## config.mk

```make
export PLATFORM = sky130hd
export DESIGN_NAME = psl_cell
export DESIGN_NICKNAME = d
export VERILOG_FILES = /design/src/rtl/psl_pkg.sv /design/src/rtl/psl_cell.sv
export SDC_FILE = /design/constraint.sdc
export NUM_CORES = 1
export LEC_CHECK = 0
export CAP_MARGIN = 25
export CELL_PAD_IN_SITES_DETAIL_PLACEMENT = 0
export CELL_PAD_IN_SITES_GLOBAL_PLACEMENT = 2
export CORE_MARGIN = 2
export CORE_UTILIZATION = 30
export DETAILED_ROUTE_END_ITERATION = 10
export DONT_BUFFER_PORTS = 1
export GPL_TIMING_DRIVEN = 0
export HOLD_SLACK_MARGIN = 0.02
export PLACE_DENSITY = 0.77
export SYNTH_ARGS = -nofsm -noshare
export SYNTH_HDL_FRONTEND = slang
export SYNTH_SLANG_ARGS = --single-unit
```

## constraint.sdc

```tcl
create_clock -name clk_i -period 3.7 [get_ports clk_i]
set_clock_uncertainty 0.2 [all_clocks]
set_input_delay 0.555 -clock clk_i [delete_from_list [all_inputs] [get_ports clk_i]]
set_output_delay 0.555 -clock clk_i [all_outputs]
set_load 0.005 [all_outputs]
```

## src/rtl/psl_pkg.sv

```systemverilog
package psl_pkg;

  // Function codes of an input transaction
  typedef enum logic [1:0] {
    FUNC_ADD   = 2'd0,
    FUNC_REKEY = 2'd1,
    FUNC_READ  = 2'd2,
    FUNC_NONE  = 2'd3
  } psl_func_e;

  // Status codes of a result transaction
  typedef enum logic [1:0] {
    ST_OK      = 2'd0,
    ST_UNKNOWN = 2'd1,
    ST_FULL    = 2'd2,
    ST_RANK    = 2'd3
  } psl_status_e;

  // Command broadcast to every cell of the chain
  typedef enum logic [1:0] {
    OP_HOLD   = 2'd0,
    OP_INSERT = 2'd1,
    OP_REMOVE = 2'd2
  } psl_op_e;

  // Status a cell hands to its right-hand neighbour
  typedef struct packed {
    logic valid;  // cell lies inside the occupied part of the list
    logic gt;     // cell sorts after the broadcast entry
  } psl_link_t;

endpackage

```

## src/rtl/psl_cell.sv

```systemverilog
module psl_cell #(
  parameter int ID_BITS  = 10,
  parameter int KEY_BITS = 16,
  parameter int CNT_BITS = 11,
  parameter int INDEX    = 0
) (
  input  logic                       clk_i,
  input  psl_pkg::psl_op_e           op_i,
  input  logic [ID_BITS-1:0]         bc_id_i,
  input  logic [KEY_BITS-1:0]        bc_key_i,
  input  logic [CNT_BITS-1:0]        bc_n_i,
  input  logic [ID_BITS-1:0]         bc_rank_i,
  input  psl_pkg::psl_link_t         link_i,
  input  logic [ID_BITS-1:0]         left_id_i,
  input  logic [KEY_BITS-1:0]        left_key_i,
  input  logic [ID_BITS-1:0]         right_id_i,
  input  logic [KEY_BITS-1:0]        right_key_i,
  output psl_pkg::psl_link_t         link_o,
  output logic [ID_BITS-1:0]         id_o,
  output logic [KEY_BITS-1:0]        key_o,
  output logic [ID_BITS+KEY_BITS-1:0] hit_o
);

  localparam logic [CNT_BITS-1:0] SLOT_CNT = CNT_BITS'(INDEX);
  localparam logic [ID_BITS-1:0]  SLOT     = ID_BITS'(INDEX);

  logic [ID_BITS-1:0]  id_q;
  logic [KEY_BITS-1:0] key_q;
  logic                valid;
  logic                later;
  logic                same;
  logic                gt;
  logic                ge;

  assign valid = SLOT_CNT < bc_n_i;
  // ascending key, ties by ascending id
  assign later = (key_q > bc_key_i) || ((key_q == bc_key_i) && (id_q > bc_id_i));
  assign same  = (key_q == bc_key_i) && (id_q == bc_id_i);
  assign gt    = valid && later;
  assign ge    = valid && (later || same);

  always_ff @(posedge clk_i) begin
    unique case (op_i)
      psl_pkg::OP_INSERT: begin
        if (link_i.gt) begin
          id_q  <= left_id_i;
          key_q <= left_key_i;
        end else if (gt || (!valid && link_i.valid)) begin
          id_q  <= bc_id_i;
          key_q <= bc_key_i;
        end
      end
      psl_pkg::OP_REMOVE: begin
        if (ge) begin
          id_q  <= right_id_i;
          key_q <= right_key_i;
        end
      end
      default: begin
      end
    endcase
  end

  assign link_o = '{valid: valid, gt: gt};
  assign id_o   = id_q;
  assign key_o  = key_q;
  assign hit_o  = (bc_rank_i == SLOT) ? {id_q, key_q} : '0;

endmodule

```

# [Yosys cells after proc, flatten, opt, wreduce, memory -nomap -nowiden]
# Index checks and enable logic that the tools add are counted.
[totals] reg_bits=26 input_bits=104 out_inout_bits=54 elab_cells=32
[classes] magnitude_cmp=3 n_eq_ne=6 n_mux=9 n_reduce_logical=12
[op_table] op="$mux W16" count=3
[op_table] op="$pmux W16 S2" count=1
[op_table] op="$mux W10" count=3
[op_table] op="$mux W26" count=1
[op_table] op="$pmux W10 S2" count=1
[op_table] op="$eq A16 B16 Y1" count=1
[op_table] op="$gt A16 B16 Y1" count=1
[op_table] op="$lt A1 B11 Y1 const A" count=1
[op_table] op="$eq A10 B10 Y1" count=1
[op_table] op="$gt A10 B10 Y1" count=1
[op_table] op="$logic_not A10 Y1" count=1
[op_table] op="$logic_and A1 B1 Y1" count=5
[op_table] op="$logic_or A1 B1 Y1" count=3
[op_table] op="$ne A3 B3 Y1 const B" count=1
[op_table] op="$reduce_and A3 Y1" count=1
[op_table] op="$eq A2 B1 Y1 const B" count=1
[op_table] op="$eq A2 B2 Y1 const B" count=1
[op_table] op="$ne A2 B2 Y1 const B" count=1
[op_table] op="$reduce_bool A2 Y1" count=1
[op_table] op="$logic_not A1 Y1" count=1

# [Logic depth before layout (Yosys ltp)]
# Gate-level depths: netlist (run 1).
[logic_depth] depth_word=8 depth_mapped=9 mapped_depth_nobuf=8

# [Worst setup path after synthesis (run 1)]
# Ideal clock, no wire load.
[synth_timing] path_type="input to register" start="input bc_key_i[15]" end="register id_q[0], in the netlist id_o[0], enable pin" setup_time_ns=0.417 arrival_ns=2.993 setup_slack_ns=0.090 stages=8 n_path_buf=0 cell_sequence="inv_1 ha_1 nand4_1 nor4_1 a21boi_0 nand3b_1 mux2i_1 o211ai_1"
[synth_via] elab_chain_cells=7 word_cells_on_any_way=12 cone_classes="1 x order compare; 3 x eq/ne; 8 x reduce/logical"
[synth_rtl] element="start, declared" line_no="psl_cell.sv:10" rtl="input logic [KEY_BITS-1:0] bc_key_i,"
[synth_rtl] element="parallel branches: the longest is 6 deep, another holds $gt A16 B16 Y1"
[synth_rtl] element="$reduce_and A3 Y1 (no source line) *"
[synth_rtl] element="end signal, assigned" line_no="psl_cell.sv:46" rtl="id_q <= left_id_i;"
[synth_rtl] element="end signal, assigned" line_no="psl_cell.sv:49" rtl="id_q <= bc_id_i;"
[synth_rtl] element="end signal, assigned" line_no="psl_cell.sv:55" rtl="id_q <= right_id_i;"
[synth_rtl] element="end, declared" line_no="psl_cell.sv:27" rtl="logic [ID_BITS-1:0] id_q;"
# Every way passes the cells marked *.
# A chain may end at the register's enable or synchronous reset.

# [Worst setup path in the final report (run 1)]
[layout_timing] start="register key_q[15], in the netlist key_o[15]" end="register id_q[1], in the netlist id_o[1], enable pin"
[layout_via] elab_chain_cells=7 word_cells_on_any_way=12 cone_classes="1 x order compare; 3 x eq/ne; 8 x reduce/logical"
[layout_rtl] element="start, declared" line_no="psl_cell.sv:28" rtl="logic [KEY_BITS-1:0] key_q;"
[layout_rtl] element="start signal, assigned" line_no="psl_cell.sv:47" rtl="key_q <= left_key_i;"
[layout_rtl] element="start signal, assigned" line_no="psl_cell.sv:50" rtl="key_q <= bc_key_i;"
[layout_rtl] element="start signal, assigned" line_no="psl_cell.sv:56" rtl="key_q <= right_key_i;"
[layout_rtl] element="parallel branches: the longest is 6 deep, another holds $gt A16 B16 Y1"
[layout_rtl] element="$reduce_and A3 Y1 (no source line) *"
# Marks and branches as above.

==> out/metrics.cfg, run 1 <==
[grt]
grt_pass1_vias=1901
grtUsageTotal_pct=15.2
grt_pass1_wl_um=9970
gr-total-overflow=0
antenna_found_initial=0
grt_max_degree=15

[route]
route.final.wire_length_um=6620
vias_per_cell=5.16
ant_nets=0
met1_length_um=2980
top_layer_used=met4
wl_met3_um=444
firstDrtPassIters=4
wl_per_cell_um=18.4
drt-initial-drc-count=32
met2_length_um=3100
vias=1856
drc=0

[placed_design]
gp_congestion=0.747
post_dp_cell_area_um2=2450
portBuffers=0
hpwl_um=5370

[power_and_ir_drop]
p_leak_uw=0.00108
p_seq_share_pct=52.8
p_per_area_nw_per_um2=298
swShare_pct=31.3
irDropWorstVdd_mv=0.114
power_frac_comb_pct=22.6
p_sw_uw=233
clkPwrFrac_pct=24.7
internal-power_uw=511

[timing]
rsz0062_at_grt=no
slew_violations=0
finalSetupViolations=0
max_freq_ghz=0.291
min_period_ns=3.44
worstMarginPinSlew_ns=0.579
period_share_pct=92.9
finalHoldViolCount=0
slew_headroom_pct=61.1
fin_tns_setup_ns=0

[floorplanning]
core_area_um2=7330
start_util_pct=31.4
die-area_um2=8400
ios=158
fp.dieH_um=91.7
dieWidth_um=91.7
rows=31

[critical_path]
cp-end-kind=flop
path_class=reg -> reg
cp.required_ns=3.50
arrival_ns=3.24
cp_top_family=simple AND/OR/NAND/NOR gates
slowest_stage=edfxtp_1
path_max_fanout=9
crit_chain=ha_1, nand4_1, nor4_1, a21boi_0, nand3b_1, mux2i_1, o211ai_1, buf_4, buf_4
path_buf_inv=2
crit_path_frequent_cell=buf_4
max_stage_delay_ns=0.52
start_kind=flop

[clock_tree]
clock_latency_ns=0.28
clk_pin_slew_ns=0.11
clockBufferDepth=2
h-tree-depth=1
cts_root_buf=clkbuf_8
cts-hold-fix-buffers=0
cts_sinks=26
cts_resized=0
post-cts-setup-buffer-count=0
cts_tree=yes
cts_buffers=3

[logic_synthesis]
synth_seq_cells=26
yosys.area_share.simple_pct=21.0
yosys_warnings=0
netlist_area_um2=2300
synthArstFlopShare_pct=0
yosysUniqueCellTypes=31
syn_area_per_cell_um2=9.07
synth_top_family_by_area=simple AND/OR/NAND/NOR gates
synth_top_cell_area_share_pct=33.9
seq_area_frac_synth_pct=33.9
synth_compound_area_share_pct=11.5
synth-edff-count=26
syn-instance-count=254
synthAdderAreaFrac_pct=14.1
synth.most_common_cell=o21ai_0
synth_common_cells=o21ai_0, nand2_1, inv_1
synthXorXnorAreaFrac_pct=0
synthMuxAreaShare_pct=11.7
syn_nets=384
synthTopCellsByArea=edfxtp_1, ha_1, mux2i_1
synth_flop_cell=edfxtp_1
netlist.top_cell.by_area=edfxtp_1

[final_layout]
drive_gt1_share_pct=10.7
final_area_um2=2500
nNetsFinal=392
area_growth_pct=8.31
final_util_pct=34.1
diodes=0

[run_status]
outcome=complete, no violations

[min_path]
min_path_type=in -> reg

[job]
max_cap_viol_count=0

-- per-layer routing --
| layer | up-vias | track usage (%) |
|---|---|---|
| li1 | 900 | - |
| met3 | 6 | 2.47 |
| met4 | 0 | 4.17 |
| met1 | 852 | 20.6 |
| met2 | 98 | 25.0 |
| met5 | - | 0 |
-- power by group through the flow --
stage                     clock network (µW)  registers (µW)  logic, µW
after global placement                     0             403        162
after CTS                                189             394        172
after detailed placement                   0             401        171
after global routing                     200             397        199
after floorplan                            0             392        124
final                                    184             393        168
-- flip-flops by register name, indices dropped and copies added, names as in the netlist --
name,cells
key_o,16
id_o,10
-- layout by cell type, fill, tap and decap left out, types with 2 or more instances in the layout --
cell type / netlist / final
buf_4: 2 / 5
buf_6: 2 / 2
nand4_1: 4 / 4
nor2b_1: 5 / 5
mux2i_1: 27 / 27
inv_1: 28 / 28
o21ai_0: 32 / 32
and2_2: 13 / 13
a21o_1: 2 / 2
and4_1: 2 / 2
clkbuf_1: 6 / 6
nor3_1: 3 / 3
nor2_1: 4 / 4
buf_2: 3 / 3
clkbuf_8: 0 / 3
nand2_1: 31 / 31
and2_1: 14 / 14
a21oi_1: 10 / 10
nor4_1: 3 / 3
edfxtp_1: 26 / 26
ha_1: 26 / 26
-- cell type report --
type,count,area (µm²)
fill,763,4830
multi-input combinational,187,1340
sequential,26,781
tap,99,124
inverter,28,105
buffer,13,75.1
clock buffer,3,41.3
timing repair buffer,3,22.5
clock inverter,1,3.75
-- final timing paths --
kind	startpoint	cells after the start	slack (ns)	endpoint
worst max-delay path	key_o[15]	9	0.26	id_o[1]
worst min-delay path	right_id_i[8]	2	0.25	id_o[8]
worst max register to register	key_o[15]	9	0.26	id_o[1]
worst min register to register	id_o[1]	5	1.09	key_o[2]
-- cells by family (layout without fill, tap and decap cells) --
kind of cell / count (synthesis) / after routing
AO/OA/AOI/OAI: 49 / 49
adder cells (fa/ha/maj): 26 / 26
buffers and inverters: 41 / 48
flip-flops: 26 / 26
multiplexers: 27 / 27
AND/OR/NAND/NOR: 85 / 85
-- through the flow --
stage	setup WS (ns)	total power (µW)	hold WS (ns)	std cells
global placement	-1.16	565	0.547	353
CTS	0.191	755	0.249	360
finish	0.264	745	0.253	360
floorplan	0.0904	515	0.542	254
global route	0.00112	795	0.248	360
detailed placement	0.168	572	0.551	356
(Power assumes the default switching activity.)
==> inputs of run 2 (changes only) <==
CORE_UTILIZATION = 36   (was 30)
PLACE_DENSITY = 0.86   (was 0.77)
clock period = 4.1 ns   (was 3.7 ns; I/O delays follow)
==> out/metrics.cfg, run 2 (synthesized netlist as in run 1, its figures left out) <==
[run_status]
outcome=complete, no violations

[critical_path]
cp.required_ns=3.88  ; +0.38 ns
reg2reg_slack_ns=0.57  ; +0.30 ns
r2r-end=key_o[10]
start_kind=flop
crit_start=key_o[15]
reg2reg_depth=8  ; -1
arrival_ns=3.32  ; +0.08 ns
reg2reg_from=key_o[15]
path_max_fanout=10  ; +1
cp-end-kind=flop
path_class=reg -> reg
crit_end=key_o[10]

[final_layout]
largest_register_ffs=16  ; unchanged
diodes=0  ; unchanged
area_growth_pct=6.79
fillers=665  ; -13%
layout_commonest_cell=o21ai_0
nNetsFinal=391  ; -0.26%
layout_common_cells=o21ai_0, nand2_1, inv_1
drive_gt1_share_pct=10.4  ; -0.34 points
instances_no_fill=337  ; -6.4%

[placed_design]
gp_congestion=0.763  ; +2.2%
hpwl_um=4900  ; -8.7%
portBuffers=0  ; unchanged
dpl.cell_count=333  ; -6.5%

[clock_tree]
cts_root_buf=clkbuf_8
cts_buffers=3  ; unchanged
cts_resized=0  ; unchanged
clk_pin_slew_ns=0.10  ; about the same
clock_latency_ns=0.27  ; about the same
cts-hold-fix-buffers=0  ; unchanged
post-cts-setup-buffer-count=0  ; unchanged
cts_tree=yes
h-tree-depth=1  ; unchanged
clockBufferDepth=2  ; unchanged
cts_sinks=26  ; unchanged

[power_and_ir_drop]
p_per_area_nw_per_um2=265  ; -11%
p_leak_uw=0.00107  ; -0.47%
irDropWorstVdd_mv=0.110  ; -4.2%

[grt]
antenna_found_initial=0  ; unchanged
grt_max_degree=15  ; unchanged
grt_pass1_wl_um=9110  ; -8.6%
gr-total-overflow=0  ; unchanged
grt_pass1_vias=1779  ; -6.4%
grtUsageTotal_pct=16.4  ; +1.2 points

[min_path]
min_from=right_id_i[2]
min_path_type=in -> reg

[floorplanning]
fp.dieH_um=84.0  ; -8.3%
die-area_um2=7060  ; -16%
start_util_pct=36.7  ; +5.3 points
rows=29  ; -6.5%
dieWidth_um=84.0  ; -8.3%
core_area_um2=6280  ; -14%
ios=158  ; unchanged

[timing]
finalHoldViolCount=0  ; unchanged
worstMarginPinSlew_ns=0.894  ; +0.316 ns
max_freq_ghz=0.283  ; -2.8%
slew_violations=0  ; unchanged
period_share_pct=86.2  ; -6.7 points
finalSetupViolations=0  ; unchanged
min_period_ns=3.53  ; +0.0982 ns
fin_tns_setup_ns=0  ; unchanged
slew_headroom_pct=40.1  ; -21 points
rsz0062_at_grt=no

[route]
wl_per_cell_um=17.6  ; -4.0%
firstDrtPassIters=4  ; unchanged
route.final.wire_length_um=5950  ; -10%
drc=0  ; unchanged
ant_nets=0  ; unchanged
drt-initial-drc-count=32  ; unchanged
vias_per_cell=5.36  ; +3.9%
vias=1806  ; -2.7%

[job]
max_cap_viol_count=0  ; unchanged

-- run 2: cell types whose count changed in the layout (fill, tap and decap cells not counted), sizes merged --
cell  change
buf       -1
-- run 2: critical path, stage by stage (launching register included) --
cell      delay [ns]
edfxtp_1        0.48
ha_1            0.33
nand4_1         0.18
nor4_1          0.48
a21boi_0        0.26
nand3b_1        0.14
mux2i_1         0.10
o211ai_1        0.74
buf_4           0.33
-- run 2: how the worst min path moves through the flow --
stage | end | cells after the start | slack (ns)
2_1_floorplan | id_o[0] | 2 | 0.60
3_3_place_gp | key_o[14] | 2 | 0.61
3_5_place_dp | key_o[0] | 2 | 0.61
4_1_cts | key_o[12] | 2 | 0.32
5_1_grt | key_o[15] | 2 | 0.32
6_report | id_o[2] | 2 | 0.33
-- run 2: layout make-up --
class                   count  area (µm²)  share of cell area (%)
multi-input cells         187        1340                    54.6
clock buffers               3        41.3                    1.68
inverters                  28         105                    4.27
well taps                  77        96.3                    3.91
repair buffers              2        15.0                   0.610
plain buffers              13        75.1                    3.05
clock inverters             1        3.75                   0.153
flip-flops and latches     26         781                    31.7
-- run 2: stage by stage --
| stage | hold WS (ns) | worst slack [ns] | utilization [%] | total power (µW) | area [µm²] |
|---|---|---|---|---|---|
| 6_report | 0.325 | 0.565 | 39.2 | 653 | 2460 |
| 5_1_grt | 0.321 | 0.102 | 39.2 | 700 | 2460 |
| 4_1_cts | 0.319 | 0.414 | 39.2 | 666 | 2460 |
| 3_5_place_dp | 0.610 | 0.315 | 38.5 | 510 | 2420 |
| 3_3_place_gp | 0.606 | -0.705 | 38.3 | 505 | 2400 |
| 2_1_floorplan | 0.602 | 0.430 | - | 465 | 2300 |
-- run 2: power by group --
part	switching, µW	internal, µW	total [µW]
Combinational	83.2	63.0	146
Sequential	24.5	330	354
Clock	85.1	67.2	152
Total	193	460	653
-- run 2: metal layers --
layer,vias to the layer above,part of all wire (%),GRT usage (%)
li1,899,-,-
met1,818,43,21.0
met2,87,49,28.1
met3,2,7.6,3.56
met4,0,0.62,3.96
met5,-,0,0
